## config.mk

```make
export PLATFORM = sky130hd
export DESIGN_NAME = rcdc_back
export DESIGN_NICKNAME = d
export VERILOG_FILES = /design/src/rtl/core/rcdc_pkg.sv /design/src/rtl/core/rcdc_back.sv
export SDC_FILE = /design/constraint.sdc
export NUM_CORES = 1
export LEC_CHECK = 0
export BUFFER_PORTS_ARGS = -buffer_cell sky130_fd_sc_hd__buf_2
export CAP_MARGIN = 20
export CORE_MARGIN = 8
export CORE_UTILIZATION = 30
export CTS_CLUSTER_DIAMETER = 60
export DETAILED_ROUTE_END_ITERATION = 10
export SYNTH_ARGS = -nofsm -noshare
export SYNTH_HDL_FRONTEND = slang
export SYNTH_SLANG_ARGS = --single-unit
```

## constraint.sdc

```tcl
create_clock -name clk -period 17.7 [get_ports clk]
set_input_delay 0 -clock clk [delete_from_list [all_inputs] [get_ports clk]]
set_output_delay 0 -clock clk [all_outputs]
set_load 0.02 [all_outputs]
```

## src/rtl/core/rcdc_pkg.sv

```systemverilog
`timescale 1ns / 1ps

package rcdc_pkg;

  localparam int DEF_MAX_WIDTH = 2048;
  localparam int DEF_COEF_BITS = 8;
  localparam int QUEUE_DEPTH   = 2;
  localparam int PIX_MAX       = 255;
  localparam int MAX_HEIGHT    = 2048;
  localparam int KSIZE         = 3;

  localparam logic [2:0] CFG_KERNEL_TOP = 3'd0;
  localparam logic [2:0] CFG_KERNEL_MID = 3'd1;
  localparam logic [2:0] CFG_KERNEL_BOT = 3'd2;
  localparam logic [2:0] CFG_DIVISOR    = 3'd3;
  localparam logic [2:0] CFG_WIDTH      = 3'd4;
  localparam logic [2:0] CFG_HEIGHT     = 3'd5;

  // One window column holds three packed pixels, top row in the low bits.
  typedef struct packed {
    logic [2:0][71:0] win;
    logic [10:0]      row;
    logic [10:0]      col;
    logic             last;
  } win_item_t;

  typedef struct packed {
    logic [23:0] row_top;
    logic [23:0] row_mid;
    logic [23:0] row_bot;
    logic [7:0]  divisor;
  } kern_cfg_t;

endpackage

```

## src/rtl/core/rcdc_back.sv

```systemverilog
`timescale 1ns / 1ps

module rcdc_back
  import rcdc_pkg::*;
#(
  parameter int COEF_BITS = DEF_COEF_BITS
) (
  input  logic        clk,
  input  logic        rst_n,
  input  kern_cfg_t   kcfg,
  input  logic        q_empty,
  input  win_item_t   q_item,
  output logic        q_pop,
  output logic        empty,
  input  logic        pop,
  output logic [7:0]  red_out,
  output logic [7:0]  green_out,
  output logic [7:0]  blue_out,
  output logic [10:0] center_row,
  output logic [10:0] center_col,
  output logic        frame_last
);

  localparam int SW   = COEF_BITS + 12;
  localparam int QW   = COEF_BITS + 11;
  localparam int NW   = $clog2(QW + 1);
  localparam int KEXT = (3 * COEF_BITS > 24) ? 3 * COEF_BITS : 24;
  localparam int PW   = COEF_BITS + 9;

  typedef enum logic [2:0] {B_IDLE, B_MAC, B_LOAD, B_DIV, B_OUT} bstate_t;

  bstate_t          state_r;
  win_item_t        item_r;
  logic [1:0]       ti_r, tj_r;
  logic signed [SW-1:0] acc_r [3];
  logic [QW-1:0]    quo_r [3];
  logic [7:0]       rem_r [3];
  logic [2:0]       neg_r;
  logic [NW-1:0]    cnt_r;
  logic             out_valid_r;
  logic [7:0]       res_r [3];
  logic [10:0]      crow_r, ccol_r;
  logic             last_r;

  logic [KEXT-1:0]  krow;
  logic signed [COEF_BITS-1:0] coef;
  logic signed [PW-1:0] prod [3];
  logic [7:0]       dv;
  logic [8:0]       rem_sh [3];
  logic [2:0]       ge;
  logic [7:0]       clamp [3];

  always_comb begin
    case (tj_r)
      2'd0:    krow = KEXT'(kcfg.row_top);
      2'd1:    krow = KEXT'(kcfg.row_mid);
      default: krow = KEXT'(kcfg.row_bot);
    endcase
    coef = krow[ti_r * COEF_BITS +: COEF_BITS];
    for (int p = 0; p < 3; p++) begin
      prod[p] = $signed({1'b0, item_r.win[ti_r][tj_r * 24 + p * 8 +: 8]}) * coef;
    end
  end

  assign dv = (kcfg.divisor == 8'd0) ? 8'd1 : kcfg.divisor;

  // One restoring division step per cycle for each plane, and the clamp of each quotient to 0..255.
  always_comb begin
    for (int p = 0; p < 3; p++) begin
      rem_sh[p] = {rem_r[p], quo_r[p][QW-1]};
      ge[p]     = (rem_sh[p] >= {1'b0, dv});
      if (neg_r[p]) begin
        clamp[p] = 8'd0;
      end else if (quo_r[p] > QW'(PIX_MAX)) begin
        clamp[p] = 8'(PIX_MAX);
      end else begin
        clamp[p] = quo_r[p][7:0];
      end
    end
  end

  assign q_pop      = (state_r == B_IDLE) && !q_empty;
  assign empty      = !out_valid_r;
  assign red_out    = res_r[0];
  assign green_out  = res_r[1];
  assign blue_out   = res_r[2];
  assign center_row = crow_r;
  assign center_col = ccol_r;
  assign frame_last = last_r;

  always_ff @(posedge clk) begin
    if (!rst_n) begin
      state_r     <= B_IDLE;
      out_valid_r <= 1'b0;
    end else begin
      if (state_r == B_OUT && (!out_valid_r || pop)) begin
        out_valid_r <= 1'b1;
      end else if (pop && out_valid_r) begin
        out_valid_r <= 1'b0;
      end
      unique case (state_r)
        B_IDLE: begin
          if (!q_empty) begin
            item_r  <= q_item;
            ti_r    <= 2'd0;
            tj_r    <= 2'd0;
            for (int p = 0; p < 3; p++) begin
              acc_r[p] <= '0;
            end
            state_r <= B_MAC;
          end
        end
        B_MAC: begin
          for (int p = 0; p < 3; p++) begin
            acc_r[p] <= acc_r[p] + SW'(prod[p]);
          end
          if (ti_r == 2'd2) begin
            ti_r <= 2'd0;
            tj_r <= tj_r + 2'd1;
            if (tj_r == 2'd2) begin
              state_r <= B_LOAD;
            end
          end else begin
            ti_r <= ti_r + 2'd1;
          end
        end
        B_LOAD: begin
          // A negative sum divides to zero or below and so clamps to zero.
          for (int p = 0; p < 3; p++) begin
            neg_r[p] <= acc_r[p][SW-1];
            quo_r[p] <= acc_r[p][QW-1:0];
            rem_r[p] <= 8'd0;
          end
          cnt_r   <= '0;
          state_r <= B_DIV;
        end
        B_DIV: begin
          for (int p = 0; p < 3; p++) begin
            rem_r[p] <= ge[p] ? 8'(rem_sh[p] - {1'b0, dv}) : rem_sh[p][7:0];
            quo_r[p] <= {quo_r[p][QW-2:0], ge[p]};
          end
          cnt_r <= cnt_r + 1'b1;
          if (cnt_r == NW'(QW - 1)) begin
            state_r <= B_OUT;
          end
        end
        B_OUT: begin
          if (!out_valid_r || pop) begin
            for (int p = 0; p < 3; p++) begin
              res_r[p] <= clamp[p];
            end
            crow_r  <= item_r.row;
            ccol_r  <= item_r.col;
            last_r  <= item_r.last;
            state_r <= B_IDLE;
          end
        end
        default: state_r <= B_IDLE;
      endcase
    end
  end

endmodule
```

# Yosys cells after proc, flatten, opt, wreduce, memory -nomap -nowiden
# Memories as Yosys holds them, arrays and structs flattened.
# Index checks and enable logic that the tools add are counted.
# totals
ff_bits	278
ramBits	165
input_bits	323
out_inout_bits	49
elab_cells	140
memories	4
# classes
addsub	11
n_mul	4
magnitude_cmp	7
eq_ne	13
n_shift	4
n_mux	53
bitwise_logic	10
reduce_logical	19
# memory_table
name	words	width	rd	rd_clocked_by_memory_dff	write_ports	line_no	rtl
acc_r	3	20	3	0	3	rcdc_back.sv:35	logic signed [SW-1:0] acc_r [3];
quo_r	3	19	3	0	3	rcdc_back.sv:36	logic [QW-1:0] quo_r [3];
rem_r	3	8	3	0	3	rcdc_back.sv:37	logic [7:0] rem_r [3];
res_r	3	8	3	0	3	rcdc_back.sv:41	logic [7:0] res_r [3];
# ops
op	count
binary-select mux 72 bit (select 2 bit)	1
indexed part select 72 x 9 -> 8 bit	2
two-way mux 8 bit	13
two-way mux 72 bit	1
indexed part select 72 x 8 -> 8 bit	1
adder 20 x 17 -> 20 bit	3
two-way mux 20 bit	3
greater-than comparator 19 x 8 -> 1 bit, second input constant	3
two-way mux 19 bit	3
multiplier 9 x 8 -> 17 bit	3
case mux 24 bit (2 select lines)	1
greater-or-equal comparator 9 x 8 -> 1 bit	3
indexed part select 24 x 6 -> 8 bit	1
subtractor 8 bit	3
two-way mux 1 bit	19
two-way mux 3 bit	5
case mux 3 bit (5 select lines)	1
case mux 5 bit (2 select lines)	1
OR 1 bit	9
AND reduction 3 bit	3
adder 7 x 4 -> 8 bit, second input constant	1
adder 7 x 5 -> 8 bit, second input constant	1
zero test 8 bit	1
!= test 2 bit, second input constant	4
23 further kinds	35

# Longest topological paths before layout
# depth
ltp_word	6
ltp_mapped	28
mapped_depth_nobuf	23

# Worst setup path before layout
# No wires, ideal clock.
# synth_path
path_type	register -> register
from	register tj_r[1]
to	memory acc_r[0][55] in the netlist's numbering, data pin
setup_time_ps	266
arrival_time_ps	6846
t_required_ps	17434
setup_slack_ps	10589
path_stages_with_launch	25
n_path_buf	4
period_less_slack_ps	7111
cell_sequence	edfxtp_1 -> clkbuf_1 -> clkbuf_1 -> inv_1 -> ha_1 -> buf_4 -> nor2_2 -> a21oi_1 -> o311a_2 -> inv_2 -> clkbuf_1 -> nand2_1 -> fa_1 -> fa_1 -> inv_1 -> fa_1 -> fa_1 -> fa_1 -> ha_1 -> nand3_1 -> o211ai_1 -> or4_1 -> a31oi_1 -> xor2_1 -> nor2_1
# synth_lines
element	line_no	rtl
start, declared	rcdc_back.sv:34	logic [1:0] ti_r, tj_r;
start signal, assigned	rcdc_back.sv:119	tj_r <= tj_r + 2'd1;
end, declared	rcdc_back.sv:35	

==> run summary <==
largest net degree at the start of global routing: 102
Total Wirelength: 77,600 microns
Crit path depth: 25
share of layout cells above drive strength 1: 19.51%
Critical Path Start: tj_r[0]
Multi-input gate area: 12,740 sq um
VDD IR max: 0.0001083 V
global-route wire length before repair: 120,300 microns
FFs w/ async S/R, synth: 0%
number of synthesized flops with an enable pin: 439
Slew Limit Fails: 0
top cell type's share of synthesized area: 48.29%
Max-Cap Viols: 0
Hold/Removal Path Class: in -> reg
Finish-stage setup viols: 0
hold_sp: q_item[95]
crit end category: flop
Final Hold Fails: 0
DRT iter0 DRCs: 1,032
Total Routing Usage GR: 14.99%
Register Area: 13,260 sq um
CTS Buf Count: 50
CTS root buf: clkbuf_16
num rows: 110
synth warn: 0
clk sinks: 443
drt pass-1 iters: 5
Synth Flop Type: edfxtp_1
Post-Syn Area: 27,300 sq um
Crit path largest cell delay: 0.64 ns
Vias/cell: 4.668
Synth Register Bits: 443
period utilization: 42.59%
final setup margin: 10.16 ns
CP Max Fanout: 45
GP Congestion: 0.8301
Critical Path AT: 7.88 ns
critical path's top delay family: adder cells
post-layout min period: 7.539 ns
die area: 100,900 sq um
Clk pin slew, worst setup/hold paths: 0.06 ns
Clock H-tree levels: 2
Synth area leader: edfxtp_1
DPL Wire Length: 57,890 microns
Critical-path top delay cell: a211oi_1
CP Launch Type: flop
ranking of synthesized cells by area: edfxtp_1, fa_1, ha_1, inv_1, nand2_1
worst path required time: 18.04 ns
Slew headroom: 34.72%
initial antenna violation count: 7
total number of vias: 19,100
P_leak: 14.49 nW
port bufs: 371
tightest hold margin: 0.08574 ns
Hold Crit Depth: 2
mean post-synth cell area: 12.09 sq um
most common cell in the netlist: edfxtp_1
Power Dens Cells: 136.1 nW/um^2
Seq/Total Area, Yosys: 48.58%
die height: 317.7 microns
outcome: complete, no violations
clk_lat worst skew: 0.62 ns
syn_nets: 2,948
total grt overflow: 0
CTS tree: done
Yosys cell types: 79
r2r worst-path depth: 25
most frequent cells after synthesis: edfxtp_1, inv_1, ha_1
drt drc: 0
Max Clk Rate: 132.6 MHz
total negative slack: 0 ns
Routed Antenna Nets: 0
Resized Gates After CTS: 0
synthesis-to-finish area growth: 26.64%
CTS max path bufs: 3
starting density of the core: 30.28%
vias in the first global route: 20,140
Setup Skew: 0.03803 ns
worst-margin pin slew: 0.9792 ns
Die Wd: 317.7 microns
Critical R2R Launch: tj_r[0]
Post-Syn Instances: 2,259
RSZ-0062 raised after global routing: false
core area: 90,150 sq um
# fillers: 8,538
WP buf/inv: 7
Crit Path Class: reg -> reg
io pins: 372
post-detailed-route wirelength per cell: 18.96 microns
Final nets: 3,560
Setup Buffers After CTS: 0
pre-CTS setup slack: 10.18 ns
## worst paths after layout
kind                            slack, ns       endpoint
worst min register to register       0.41  center_row[2]
worst max register to register      10.16   acc_r[0][38]
worst min-delay path                 0.09     item_r[95]
worst max-delay path                10.16   acc_r[0][38]
## per-stage QoR
step	util (%)	power [mW]	instances	cell area, sq um
2_1_floorplan	-	3.145	2259	27300
3_3_place_gp	33.86	3.639	3752	30520
3_5_place_dp	33.86	3.661	3752	30520
4_1_cts	38.33	4.755	4086	34560
5_1_grt	38.35	5.165	4091	34570
6_report	38.35	4.707	4092	34570
## flip-flops by register name, indices dropped and copies added, names as in the netlist, 2 cells and up
register / count
acc_r: 60
center_col: 11
center_row: 11
cnt_r: 5
item_r: 239
neg_r: 3
quo_r: 57
rem_r: 24
res_r: 24
state_r: 3
ti_r: 2
tj_r: 2
## logic make-up after synthesis
| group | Yosys count | synth area share, % |
|---|---|---|
| and+or+nand+nor | 622 | 10.40 |
| DFF | 443 | 48.58 |
| adders and majority gates | 366 | 21.06 |
| AOI/OAI and AO/OA | 343 | 8.639 |
| buffers and inverters | 338 | 4.945 |
| muxes | 96 | 4.734 |
| xor gates and xnor gates | 51 | 1.636 |
## layer usage
layer  GRT usage (%)  share of wire (%)  vias to the layer above
met5               0              0.017                        -
met4           3.883                2.3                        2
met3           2.655                5.6                       97
met2           25.30                 47                      623
met1           19.83                 45                     9190
li1                -                  -                     9189
## cell type report
type                    instances  area share [%]
flip-flops and latches        443           38.36
multi-input cells            1478           36.86
repair buffers                644           13.04
well taps                    1176           4.256
clock buffers                  64           3.771
inverters                     254           2.779
clock inverters                28          0.8939
diodes                          5         0.03619
## report_power, final
| part | internal (mW) | switching, mW | total (mW) |
|---|---|---|---|
| logic | 1.03 | 1.37 | 2.40 |
| clock network | 0.575 | 0.448 | 1.02 |
| registers | 1.25 | 0.0323 | 1.28 |
## placed cells by master (no fill, tap or decap), drive strengths merged, types with 14 or more instances in the layout
cell type / n
edfxtp: 439
buf: 401
inv: 259
dlygate4sd3: 242
ha: 210
nand2: 207
nor2: 201
fa: 156
o21ai: 100
a21oi: 83
clkbuf: 65
mux2i: 47
nand2b: 40
and2: 33
nor3: 29
xnor2: 28
mux2: 25
mux4: 24
xor2: 23
nor2b: 23
a221o: 21
or2: 21
a211oi: 20
a21o: 20
nand3: 17
clkinv: 17
a22o: 14
## what timing repair did
action | CTS | global route
endpoints found under the setup margin | 0 | 0
endpoints found under the hold margin | 245 | 0
hold buffers | 242 | 0
(Power assumes the default switching activity.)
