**config.mk**
```make
export PLATFORM = sky130hd
export DESIGN_NAME = rcdc_queue
export DESIGN_NICKNAME = d
export VERILOG_FILES = /design/src/rtl/core/rcdc_pkg.sv /design/src/rtl/core/rcdc_queue.sv
export SDC_FILE = /design/constraint.sdc
export NUM_CORES = 1
export LEC_CHECK = 0
export ABC_AREA = 1
export BUFFER_PORTS_ARGS = -buffer_cell sky130_fd_sc_hd__buf_2
export CAP_MARGIN = 20
export CELL_PAD_IN_SITES_DETAIL_PLACEMENT = 0
export CELL_PAD_IN_SITES_GLOBAL_PLACEMENT = 1
export CORE_ASPECT_RATIO = 0.5
export CORE_MARGIN = 2
export CORE_UTILIZATION = 40
export CTS_CLUSTER_DIAMETER = 80
export CTS_CLUSTER_SIZE = 10
export DETAILED_ROUTE_END_ITERATION = 16
export PLACE_DENSITY = 0.73
export SYNTH_ARGS = -nofsm -noshare
export SYNTH_HDL_FRONTEND = slang
export SYNTH_SLANG_ARGS = --single-unit
```
**constraint.sdc**
```tcl
create_clock -name clk -period 17.3 [get_ports clk]
set_clock_uncertainty 0.05 [all_clocks]
set_input_delay 3.46 -clock clk [delete_from_list [all_inputs] [get_ports clk]]
set_output_delay 3.46 -clock clk [all_outputs]
set_load 0.005 [all_outputs]
```
**src/rtl/core/rcdc_pkg.sv**
```systemverilog
`timescale 1ns / 1ps

package rcdc_pkg;

  localparam int DEF_MAX_WIDTH = 2048;
  localparam int DEF_COEF_BITS = 8;
  localparam int QUEUE_DEPTH   = 2;
  localparam int PIX_MAX       = 255;
  localparam int MAX_HEIGHT    = 2048;
  localparam int KSIZE         = 3;

  localparam logic [2:0] CFG_KERNEL_TOP = 3'd0;
  localparam logic [2:0] CFG_KERNEL_MID = 3'd1;
  localparam logic [2:0] CFG_KERNEL_BOT = 3'd2;
  localparam logic [2:0] CFG_DIVISOR    = 3'd3;
  localparam logic [2:0] CFG_WIDTH      = 3'd4;
  localparam logic [2:0] CFG_HEIGHT     = 3'd5;

  // One window column holds three packed pixels, top row in the low bits.
  typedef struct packed {
    logic [2:0][71:0] win;
    logic [10:0]      row;
    logic [10:0]      col;
    logic             last;
  } win_item_t;

  typedef struct packed {
    logic [23:0] row_top;
    logic [23:0] row_mid;
    logic [23:0] row_bot;
    logic [7:0]  divisor;
  } kern_cfg_t;

endpackage

```
**src/rtl/core/rcdc_queue.sv**
```systemverilog
`timescale 1ns / 1ps

module rcdc_queue
  import rcdc_pkg::*;
#(
  parameter int DEPTH = QUEUE_DEPTH
) (
  input  logic      clk,
  input  logic      rst_n,
  input  logic      wr_en,
  input  win_item_t wr_item,
  output logic      q_full,
  input  logic      rd_en,
  output win_item_t rd_item,
  output logic      q_empty
);

  localparam int PW = (DEPTH > 1) ? $clog2(DEPTH) : 1;
  localparam int CW = $clog2(DEPTH + 1);

  win_item_t     slot_r [DEPTH];
  logic [PW-1:0] wptr_r, rptr_r;
  logic [CW-1:0] count_r;
  logic          do_wr, do_rd;

  assign q_full  = (count_r == CW'(DEPTH));
  assign q_empty = (count_r == '0);
  assign do_wr   = wr_en && !q_full;
  assign do_rd   = rd_en && !q_empty;
  assign rd_item = slot_r[rptr_r];

  always_ff @(posedge clk) begin
    if (do_wr) begin
      slot_r[wptr_r] <= wr_item;
    end
  end

  always_ff @(posedge clk) begin
    if (!rst_n) begin
      wptr_r  <= '0;
      rptr_r  <= '0;
      count_r <= '0;
    end else begin
      if (do_wr) begin
        wptr_r <= (32'(wptr_r) == DEPTH - 1) ? '0 : wptr_r + 1'b1;
      end
      if (do_rd) begin
        rptr_r <= (32'(rptr_r) == DEPTH - 1) ? '0 : rptr_r + 1'b1;
      end
      if (do_wr && !do_rd) begin
        count_r <= count_r + 1'b1;
      end else if (do_rd && !do_wr) begin
        count_r <= count_r - 1'b1;
      end
    end
  end

endmodule

```
-- Word-level counts from Yosys, hierarchy flattened
Memory sizes are Yosys's and may differ from the RTL's. A register that Yosys moved wholly into a read port is not among the register bits.
Cells that the tools add are included.
- input port bits: 243
- memory bits (writable): 478
- bits in registers: 4
- memories: 1
- memory list (name ; depth ; width ; rd ports ; clocked after memory_dff ; write ports ; RTL line ; text):
    slot_r ; 2 ; 239 ; 1 ; 1 ; 1 ; rcdc_queue.sv:21 ; win_item_t slot_r [DEPTH];
- $add $sub $neg: 4
- reductions and logical operators: 10
- mux-type cells: 8
- equal/unequal tests: 1
- operators by type and width (kind ; number):
    2-to-1 mux 1 bit ; 6
    logical AND 1 bit ; 4
    logical NOT 1 bit ; 4
    2-to-1 mux 2 bit ; 2
    adder 1 bit, second input constant ; 2
    adder 2 x 1 -> 2 bit, second input constant ; 1
    equality test 2 bit, second input constant ; 1
    logical NOT 2 bit ; 1
    nonzero test 2 bit ; 1
    subtractor 2 x 1 -> 2 bit, second input constant ; 1

-- Longest topological paths before layout
Gate-level depths: netlist of run 1.
- word-level depth: 7
- depth in mapped cells: 10
- mapped depth without buffers: 10

-- Worst setup path before layout of run 1
No wires, ideal clock.
- kind: input to register
- start: in wr_en
- end: mem slot_r[0][0] (netlist bit), enable pin
- path slack: 2891 ps
- required time: 16406 ps
- arrival time: 13515 ps
- library setup time: 844 ps
- stages on the path: 2
- path through: o21ai_0 -> nor2_1
- longest elaborated chain between the ends: 3
- RTL lines (item ; RTL line ; text):
    start: declaration ; rcdc_queue.sv:10 ; input logic wr_en,
    logical AND 1 bit ; rcdc_queue.sv:28 ; assign do_wr = wr_en && !q_full;
    2-to-1 mux 1 bit ; rcdc_queue.sv:33 ; if (do_wr) begin
    2-to-1 mux 1 bit (implied by the code) ; rcdc_queue.sv:34 ; slot_r[wptr_r] <= wr_item;
    end: declaration ; rcdc_queue.sv:21 ;
No other way between the ends.

==> results.tsv, run 1 <==
stage	metric	value	unit
sta	max-slew violations	0	
floorplan	Starting Density	0.406	
clock_tree	clk slew on worst S/H paths	0.06	ns
routing	Antenna Nets Post-Route	0	
logic_synthesis	number of distinct library cells after synthesis	16	
sta	Final min period	7.37	ns
routing	DR WL/cell	22.5	um
routing	Total Routed Length	43400	um
sta	TNS Setup	0	ns
job	max-cap violations	0	
logic_synthesis	Synth Area in Compound Gates	0.00109	
grt	GRT Util Overall	0.173	
layout	most frequent cells in the layout	483 x buf_2, 478 x edfxtp_1, 202 x mux2_4	
sta	final hold vios	0	
layout	fill count	3727	
layout	final core occ	0.504	
worst_setup_path	CP arrival	3.86	ns
placed_design	HPWL after detailed placement	30400	um
grt	vias in the first global route	9989	
logic_synthesis	Mean Syn Cell Area	23.5	um2
clock_tree	Inserted Clock Buffers	54	
placed_design	IO buf count	483	
routing	detail-routed via count per cell	4.79	
min_path	hold path startpoint	rptr_r	
sta	Fmax	0.136	GHz
grt	met2 usage	0.342	
floorplan	Die X	307	um
sta	Finish-stage setup viols	0	
worst_setup_path	critical path type	reg2out	
outcome	status	finished clean	
layout	share of layout cells above drive strength 1	0.602	
layout	commonest non-fill, non-tap cell in the layout	buf_2	
worst_setup_path	CP Launch Type	register	
grt	largest net degree at the start of global routing	163	
logic_synthesis	Gate Count Post-Synth	782	
pwr	Power Total	3.26	mW
layout	multi-input logic area	3570	um2
clock_tree	H-tree levels	2	
sta	RSZ-0062 raised after global routing	false	
clock_tree	CTS sink cnt	483	
routing	drc violations	0	
routing	Vias	9265	
layout	Seq. cell area	14500	um2
logic_synthesis	post-synthesis sequential area ratio	0.786	
logic_synthesis	Yosys reg bits	483	
worst_setup_path	RR Startpoint	count_r[1]	
clock_tree	cts hold-fix bufs	0	
logic_synthesis	mux cell area share after synthesis	0.188	
grt	grt total ovfl	0	
placed_design	RePlAce Congestion	0.823	
logic_synthesis	Yosys Warn Count	0	
logic_synthesis	main combinational cell family by area after synthesis	multiplexers	
routing	Starting DRT DRC Count	540	
logic_synthesis	Post-Synth Simple-Gate Area	0.00408	
sta	hold slack	0.444	ns
pwr	Worst VDD drop	0.130	mV
clock_tree	Post-CTS Setup Repair Bufs	0	
sta	Slew @ Worst Pin	1.18	ns
grt	Top Usage Layer GRT	met2	
floorplan	Die ar.	47800	um2
placed_design	placed cells	1845	
clock_tree	CTS tree	built	
clock_tree	Max Root-Sink Buffers	3	
clock_tree	Skew-Pair Late Insertion Delay	0.57	ns
logic_synthesis	Synth Area in XOR/XNOR	0	
floorplan	total core area	45300	um2
floorplan	Die Span Y	156	um
pwr	Power Density	143	nW/um2
layout	non-filler cells, final	1933	
worst_setup_path	worst r2r path cells	5	
worst_setup_path	CP endpoint kind	primary output	
logic_synthesis	Syn Std Cell Area	18400	um2
grt	first-pass GRT wire length	60900	um
layout	Final nets	1549	
logic_synthesis	syn nets	1026	
clock_tree	clock root buffer	clkbuf_16	
worst_setup_path	Worst Path Required	13.79	ns
sta	Final period util	0.426	
pwr	P_leak	8.86	nW
grt	antenna violations before repair	17	
floorplan	I/O pin count	484	
logic_synthesis	adder-cell share of the synthesized area	0.000681	
grt	met3 Track Usage GR	0.0316	
floorplan	num rows	55	
routing	first-pass detailed-route iteration total	4	
layout	area delta synth->final	24.2	%
grt	global-route met1 utilization	0.169	
clock_tree	CTS resizes	0	
min_path	Worst Hold Class	reg2reg	
min_path	Hold Path Cell Cnt	2	
sta	Slew Limit Headroom	0.216	
worst_setup_path	crit-path max FO	54	
[metal layers]
layer,share of wire,vias up,wire length (um)
met4,0.043,2,1850
met1,0.33,4778,14400
met3,0.037,101,1590
li1,-,4152,-
met5,0.00021,-,9
met2,0.59,232,25600
[cell usage after synthesis]
library cell,count,area share
a21oi_1,1,0.00027
buf_12,1,0.0011
buf_2,2,0.00054
buf_6,13,0.0080
buf_8,11,0.0090
dfxtp_1,5,0.0054
edfxtp_1,478,0.78
ha_1,1,0.00068
inv_1,9,0.0018
mux2_2,37,0.023
mux2_4,202,0.16
nand2_1,6,0.0012
nand3_1,1,0.00027
nand4_1,1,0.00034
nor2_1,11,0.0022
o21ai_0,3,0.00082
[cell type report]
cell class                      count  area share
Multi-Input combinational cell    263       0.156
Clock buffer                       67      0.0622
Timing Repair Buffer              494       0.111
Sequential cell                   483       0.633
Clock inverter                      2    0.000767
Inverter                            9     0.00148
Antenna cell                       17     0.00186
Tap cell                          598      0.0328
[flip-flops by register name, summed over array words and instances, names as in the netlist, named ones only]
signal / flops
slot_r: 478
count_r: 2
rptr_r: 1
wptr_r: 1
[cells by family after synthesis]
family / Yosys count
AO/OA/AOI/OAI: 4
flip-flops: 483
AND/OR/NAND/NOR: 19
multiplexers: 239
adder cells (fa/ha/maj): 1
buffers and inverters: 36
[critical path, stage by stage, from the launching register on]
cell and delay, ns:
dfxtp_4 0.93, buf_4 0.83, buf_4 0.85, mux2_2 0.42
buf_2 0.13
[report_power, final]
group | total [mW] | internal [mW] | leakage [nW] | switching [mW]
Combinational | 0.738 | 0.384 | 3.66 | 0.354
Sequential | 1.54 | 1.48 | 4.50 | 0.0581
Clock | 0.979 | 0.566 | 0.701 | 0.414
Total | 3.26 | 2.43 | 8.86 | 0.825
[through the flow]
| stage | cell area (um2) | worst slack [ns] |
|---|---|---|
| after floorplan | 18400 | 2.89 |
| after global routing | 22800 | 9.69 |
| after detailed placement | 21300 | 10.28 |
| final | 22800 | 9.93 |
| after global placement | 21300 | 10.41 |
| after CTS | 22700 | 9.85 |
[path summary, 6_finish.rpt]
path,endpoint,slack (ns)
min,register,0.44
max,rd_item[212],9.93
max reg2reg,slot_r[0][197],14.00
min reg2reg,register,0.44
Note: power is estimated with default switching activity, not from simulation.
==> inputs of run 2 (changes only) <==
--- a/config.mk
+++ b/config.mk
@@ -16,7 +16,7 @@
 export CTS_CLUSTER_DIAMETER = 80
 export CTS_CLUSTER_SIZE = 10
 export DETAILED_ROUTE_END_ITERATION = 16
-export PLACE_DENSITY = 0.73
+export PLACE_DENSITY = 0.76
 export SYNTH_ARGS = -nofsm -noshare
 export SYNTH_HDL_FRONTEND = slang
 export SYNTH_SLANG_ARGS = --single-unit
==> constraint.sdc (replaced) <==
create_clock -name clk -period 6.3 [get_ports clk]
set_clock_uncertainty 0.05 [all_clocks]
set_input_delay 1.26 -clock clk [delete_from_list [all_inputs] [get_ports clk]]
set_output_delay 1.26 -clock clk [all_outputs]
set_load 0.005 [all_outputs]
==> results.tsv, run 2 (synthesized netlist as in run 1, its figures left out) <==
stage	metric	value	unit	change
floorplan	num rows	55		unchanged
sta	max-slew violations	0		unchanged
worst_setup_path	worst path bufs/invs	2		was 3
min_path	Worst Hold Class	reg2reg		unchanged
floorplan	Die ar.	47800	um2	unchanged
layout	Final nets	1548		was 1549
pwr	clock share of power	0.300		about the same
worst_setup_path	CP arrival	2.63	ns	was 3.86 ns
grt	grt total ovfl	0		unchanged
grt	antenna violations before repair	16		was 17
layout	leading registers by flop count	slot_r x478, count_r x2		unchanged
placed_design	RePlAce Congestion	0.790		was 0.823
clock_tree	H-tree levels	2		unchanged
sta	Final min period	3.94	ns	
layout	non-filler cells, final	1929		was 1933
worst_setup_path	Reg2Reg Setup Slack	3.77	ns	was 14.00 ns
pwr	part of the power in combinational logic	0.228		was 0.226
worst_setup_path	critical path's top delay family	flip-flops		was buffers and inverters
routing	DR WL/cell	21.7	um	was 22.5 um
clock_tree	clk slew on worst S/H paths	0.06	ns	about the same
sta	Slew @ Worst Pin	0.867	ns	was 1.18 ns
grt	largest net degree at the start of global routing	119		was 163
sta	Slew Limit Headroom	0.422		was 0.216
layout	most frequent cells in the layout	483 x buf_2, 478 x edfxtp_1, 202 x mux2_4		unchanged
job	max-cap violations	0		unchanged
sta	final setup margin	2.36	ns	was 9.93 ns
placed_design	DP Area	21400	um2	was 21300 um2
pwr	Reg power frac	0.472		was 0.473
layout	area delta synth->final	24.4	%	was 24.2%
sta	hold slack	0.487	ns	was 0.444 ns
worst_setup_path	crit-path max FO	78		was 54
floorplan	Starting Density	0.406		unchanged
placed_design	HPWL after detailed placement	29000	um	was 30400 um
pwr	Worst VDD drop	0.195	mV	was 0.130 mV
worst_setup_path	slowest cell on the critical path	dfxtp_4		unchanged
clock_tree	CTS tree	built		unchanged
pwr	Power Total	8.93	mW	was 3.26 mW
layout	share of layout cells above drive strength 1	0.602		about the same
sta	Finish-stage setup viols	0		unchanged
pwr	Net Sw Power	2.25	mW	was 825 uW
routing	Vias	9165		was 9265
sta	final hold vios	0		unchanged
placed_design	dpl ws	2.60	ns	was 10.28 ns
grt	GRT Util Overall	0.168		was 0.173
layout	Biggest register	slot_r		unchanged
clock_tree	Inserted Clock Buffers	54		unchanged
clock_tree	CTS sink cnt	483		unchanged
routing	drc violations	0		unchanged
clock_tree	cts hold-fix bufs	0		unchanged
routing	Total Routed Length	41800	um	was 43400 um
clock_tree	CTS resizes	0		unchanged
pwr	Cell Int Power	6.68	mW	was 2.43 mW
pwr	P_leak	8.87	nW	was 8.86 nW
floorplan	I/O pin count	484		unchanged
sta	TNS Setup	0	ns	unchanged
clock_tree	clock root buffer	clkbuf_16		unchanged
routing	detail-routed via count per cell	4.75		was 4.79
worst_setup_path	CP Launch Type	register		unchanged
grt	vias in the first global route	9760		was 9989
clock_tree	Skew-Pair Late Insertion Delay	0.57	ns	about the same
worst_setup_path	Worst Path Required	4.99	ns	was 13.79 ns
worst_setup_path	critical path type	reg2out		unchanged
outcome	status	finished clean		unchanged
floorplan	Die X	307	um	unchanged
layout	commonest non-fill, non-tap cell in the layout	buf_2		unchanged
clock_tree	Max Root-Sink Buffers	3		unchanged
layout	max FFs per register	478		unchanged
layout	design area	22900	um2	was 22800 um2
pwr	Power Density	391	nW/um2	was 143 nW/um2
floorplan	total core area	45300	um2	unchanged
worst_setup_path	CP endpoint kind	primary output		unchanged
sta	Fmax	0.254	GHz	
worst_setup_path	max incr delay on CP	0.90	ns	was 0.93 ns
layout	final core occ	0.505		was 0.504
sta	RSZ-0062 raised after global routing	false		unchanged
grt	first-pass GRT wire length	59400	um	was 60900 um
routing	Starting DRT DRC Count	616		was 540
placed_design	placed cells	1845		unchanged
clock_tree	Post-CTS Setup Repair Bufs	0		unchanged
pwr	switch share	0.252		was 0.253
floorplan	Die Span Y	156	um	unchanged
placed_design	IO buf count	483		unchanged
routing	Antenna Nets Post-Route	0		unchanged
sta	Final period util	0.625		
routing	first-pass detailed-route iteration total	4		unchanged
worst_setup_path	CP Cell Sequence	buf_12 > mux2_2 > buf_2		was buf_4 > buf_4 > mux2_2 > buf_2
[run 2: changes by cell type in the layout (fill, tap and decap cells not counted)]
cell and delta:
buf_4 -5, buf_12 +4, diode_2 -2, clkbuf_1 -1
[run 2: final timing paths]
path / end / cells past startpoint / startpoint
max: rd_item[4] / 3 / register
min: rptr_r / 2 / rptr_r
max reg2reg: slot_r[1][36] / 3 / count_r[0]
min reg2reg: rptr_r / 2 / rptr_r
[run 2: worst register-to-register path, stage by stage, from the launching register on]
cell	delay, ns
dfxtp_1	0.40
o21ai_0	0.31
nor2_4	0.65
buf_12	0.51
[run 2: final cells by class]
class                      count  area [um2]
antenna                       15        37.5
clock buffer                  66        1420
clock inverter                 2        17.5
fill                        3709       22400
inverter                       9        33.8
multi-input combinational    263        3570
sequential                   483       14500
tap                          598         748
timing repair buffer         493        2590
[run 2: power by group through the flow]
stage	Sequential, mW	Combinational (mW)	Clock, mW
floorplan	4.31	1.33	0
global placement	4.25	2.02	0
detailed placement	4.29	2.05	0
CTS	4.22	2.06	2.76
global route	4.25	2.17	2.89
finish	4.22	2.03	2.68
[run 2: layer usage]
| metal | up-vias | part of all wire | track usage |
|---|---|---|---|
| met4 | 8 | 0.033 | 0.0750 |
| li1 | 4149 | - | - |
| met2 | 190 | 0.59 | 0.328 |
| met5 | - | 0.00098 | 0 |
| met1 | 4725 | 0.34 | 0.170 |
| met3 | 93 | 0.039 | 0.0398 |
==> inputs of run 3 (changes only) <==
==> constraint.sdc (replaced) <==
create_clock -name clk -period 3.15 [get_ports clk]
set_clock_uncertainty 0.05 [all_clocks]
set_input_delay 0.63 -clock clk [delete_from_list [all_inputs] [get_ports clk]]
set_output_delay 0.63 -clock clk [all_outputs]
set_load 0.005 [all_outputs]
==> results.tsv, run 3 (synthesized netlist as in run 1, its figures left out) <==
stage	metric	value	unit	change
worst_setup_path	Reg2Reg Setup Slack	1.23	ns	was 3.77 ns
worst_setup_path	critical path type	reg2out		unchanged
worst_setup_path	max incr delay on CP	0.64	ns	was 0.90 ns
layout	leading registers by flop count	slot_r x478, count_r x2		unchanged
min_path	hold path startpoint	wr_item[26]		was rptr_r
floorplan	num rows	55		unchanged
worst_setup_path	Critical Path Sink	rd_item[212]		was rd_item[4]
worst_setup_path	CP Cell Sequence	buf_12 > mux2_2 > buf_2		unchanged
clock_tree	CTS resizes	0		unchanged
worst_setup_path	worst r2r path cells	3		unchanged
worst_setup_path	RR Startpoint	count_r[0]		unchanged
routing	Vias	9368		was 9165
grt	grt total ovfl	0		unchanged
worst_setup_path	CP endpoint kind	primary output		unchanged
pwr	Cell Int Power	13.5	mW	was 6.68 mW
worst_setup_path	Worst Path Required	2.47	ns	was 4.99 ns
job	max-cap violations	0		unchanged
sta	Final period util	0.895		
routing	drc violations	0		unchanged
routing	DR WL/cell	22.1	um	was 21.7 um
sta	RSZ-0062 raised after global routing	false		unchanged
worst_setup_path	worst path bufs/invs	2		unchanged
worst_setup_path	critical path's top delay family	flip-flops		unchanged
pwr	Power Density	784	nW/um2	was 391 nW/um2
sta	Slew @ Worst Pin	0.789	ns	was 0.867 ns
pwr	switch share	0.254		was 0.252
grt	antenna violations before repair	18		was 16
pwr	Worst VDD drop	0.437	mV	was 0.195 mV
worst_setup_path	CP Launch Type	register		unchanged
clock_tree	Skew-Pair Late Insertion Delay	0.56	ns	was 0.57 ns
clock_tree	Post-CTS Setup Repair Bufs	0		unchanged
grt	first-pass GRT wire length	61000	um	was 59400 um
sta	TNS Setup	0	ns	unchanged
pwr	Power Total	18.1	mW	was 8.93 mW
sta	hold slack	0.205	ns	was 0.487 ns
layout	share of layout cells above drive strength 1	0.601		was 0.602
routing	Total Routed Length	43100	um	was 41800 um
clock_tree	Max Root-Sink Buffers	3		unchanged
grt	vias in the first global route	9930		was 9760
outcome	status	finished clean		unchanged
clock_tree	CTS sink cnt	483		unchanged
floorplan	Die X	307	um	unchanged
floorplan	Starting Density	0.406		unchanged
sta	final hold vios	0		unchanged
pwr	part of the power in combinational logic	0.231		was 0.228
floorplan	I/O pin count	484		unchanged
layout	most frequent cells in the layout	483 x buf_2, 478 x edfxtp_1, 202 x mux2_4		unchanged
layout	area delta synth->final	25.3	%	was 24.4%
routing	Starting DRT DRC Count	559		was 616
layout	Biggest register	slot_r		unchanged
grt	GRT Util Overall	0.172		was 0.168
grt	largest net degree at the start of global routing	125		was 119
floorplan	total core area	45300	um2	unchanged
worst_setup_path	slowest cell on the critical path	dfxtp_4		unchanged
clock_tree	clk slew on worst S/H paths	0.06	ns	about the same
layout	fill count	3718		was 3709
sta	Slew Limit Headroom	0.474		was 0.422
sta	Fmax	0.355	GHz	
clock_tree	cts hold-fix bufs	0		unchanged
placed_design	DP Area	21500	um2	was 21400 um2
clock_tree	Inserted Clock Buffers	54		unchanged
worst_setup_path	Worst path depth	3		unchanged
clock_tree	clock root buffer	clkbuf_16		unchanged
pwr	clock share of power	0.304		was 0.300
sta	Finish-stage setup viols	0		unchanged
floorplan	Die Span Y	156	um	unchanged
floorplan	Die ar.	47800	um2	unchanged
min_path	Worst Hold Class	in2reg		was reg2reg
routing	Antenna Nets Post-Route	0		unchanged
pwr	P_leak	8.94	nW	was 8.87 nW
worst_setup_path	crit-path max FO	48		was 78
clock_tree	CTS tree	built		unchanged
layout	max FFs per register	478		unchanged
placed_design	IO buf count	483		unchanged
worst_setup_path	CP arrival	2.14	ns	was 2.63 ns
routing	detail-routed via count per cell	4.80		was 4.75
layout	design area	23000	um2	was 22900 um2
clock_tree	H-tree levels	2		unchanged
sta	Final min period	2.82	ns	
layout	Final nets	1558		was 1548
routing	first-pass detailed-route iteration total	4		unchanged
layout	commonest non-fill, non-tap cell in the layout	buf_2		unchanged
placed_design	RePlAce Congestion	0.868		was 0.790
min_path	Hold Path Cell Cnt	1		was 2
placed_design	HPWL after detailed placement	30200	um	was 29000 um
pwr	Reg power frac	0.465		was 0.472
pwr	Net Sw Power	4.59	mW	was 2.25 mW
worst_setup_path	RR Endpoint	slot_r[1][51]		was slot_r[1][36]
sta	max-slew violations	0		unchanged
==> run 3: area by class of cell <==
cell class	count	area, um2	area share
Inverter	9	33.8	0.00147
Sequential cell	483	14500	0.628
Timing Repair Buffer	503	2690	0.117
Clock inverter	2	17.5	0.000760
Clock buffer	77	1460	0.0633
Antenna cell	18	45.0	0.00196
Multi-Input combinational cell	263	3580	0.156
Tap cell	598	748	0.0325
==> run 3: routing by layer <==
metal	vias to the layer above	GRT usage	wire [um]
met3	74	0.0333	1490
met5	-	0	14
met2	208	0.335	25200
met1	4898	0.182	15100
li1	4186	-	-
met4	2	0.0736	1210
==> run 3: worst min path at each step <==
stage                           endpoint  slack (ns)
after floorplan                 register        0.42
after global placement            rptr_r        0.43
after detailed placement          rptr_r        0.45
after CTS                 slot_r[0][127]        0.17
after global routing      slot_r[0][164]        0.17
final                      slot_r[1][26]        0.21
==> run 3: power groups by stage <==
| stage | Sequential [mW] | Clock (mW) | Combinational, mW |
|---|---|---|---|
| after detailed placement | 8.53 | 0 | 4.24 |
| after floorplan | 8.52 | 0 | 2.67 |
| after global placement | 8.47 | 0 | 4.17 |
| after global routing | 8.46 | 5.93 | 4.44 |
| after CTS | 8.40 | 5.64 | 4.25 |
| final | 8.39 | 5.48 | 4.18 |
==> run 3: per-stage QoR <==
stage / cells / setup slack, ns / util
floorplan: 782 / -1.57 / -
global placement: 1856 / 0.900 / 0.475
detailed placement: 1856 / 0.894 / 0.475
CTS: 1935 / 0.275 / 0.508
global route: 1951 / 0.207 / 0.509
finish: 1953 / 0.332 / 0.509
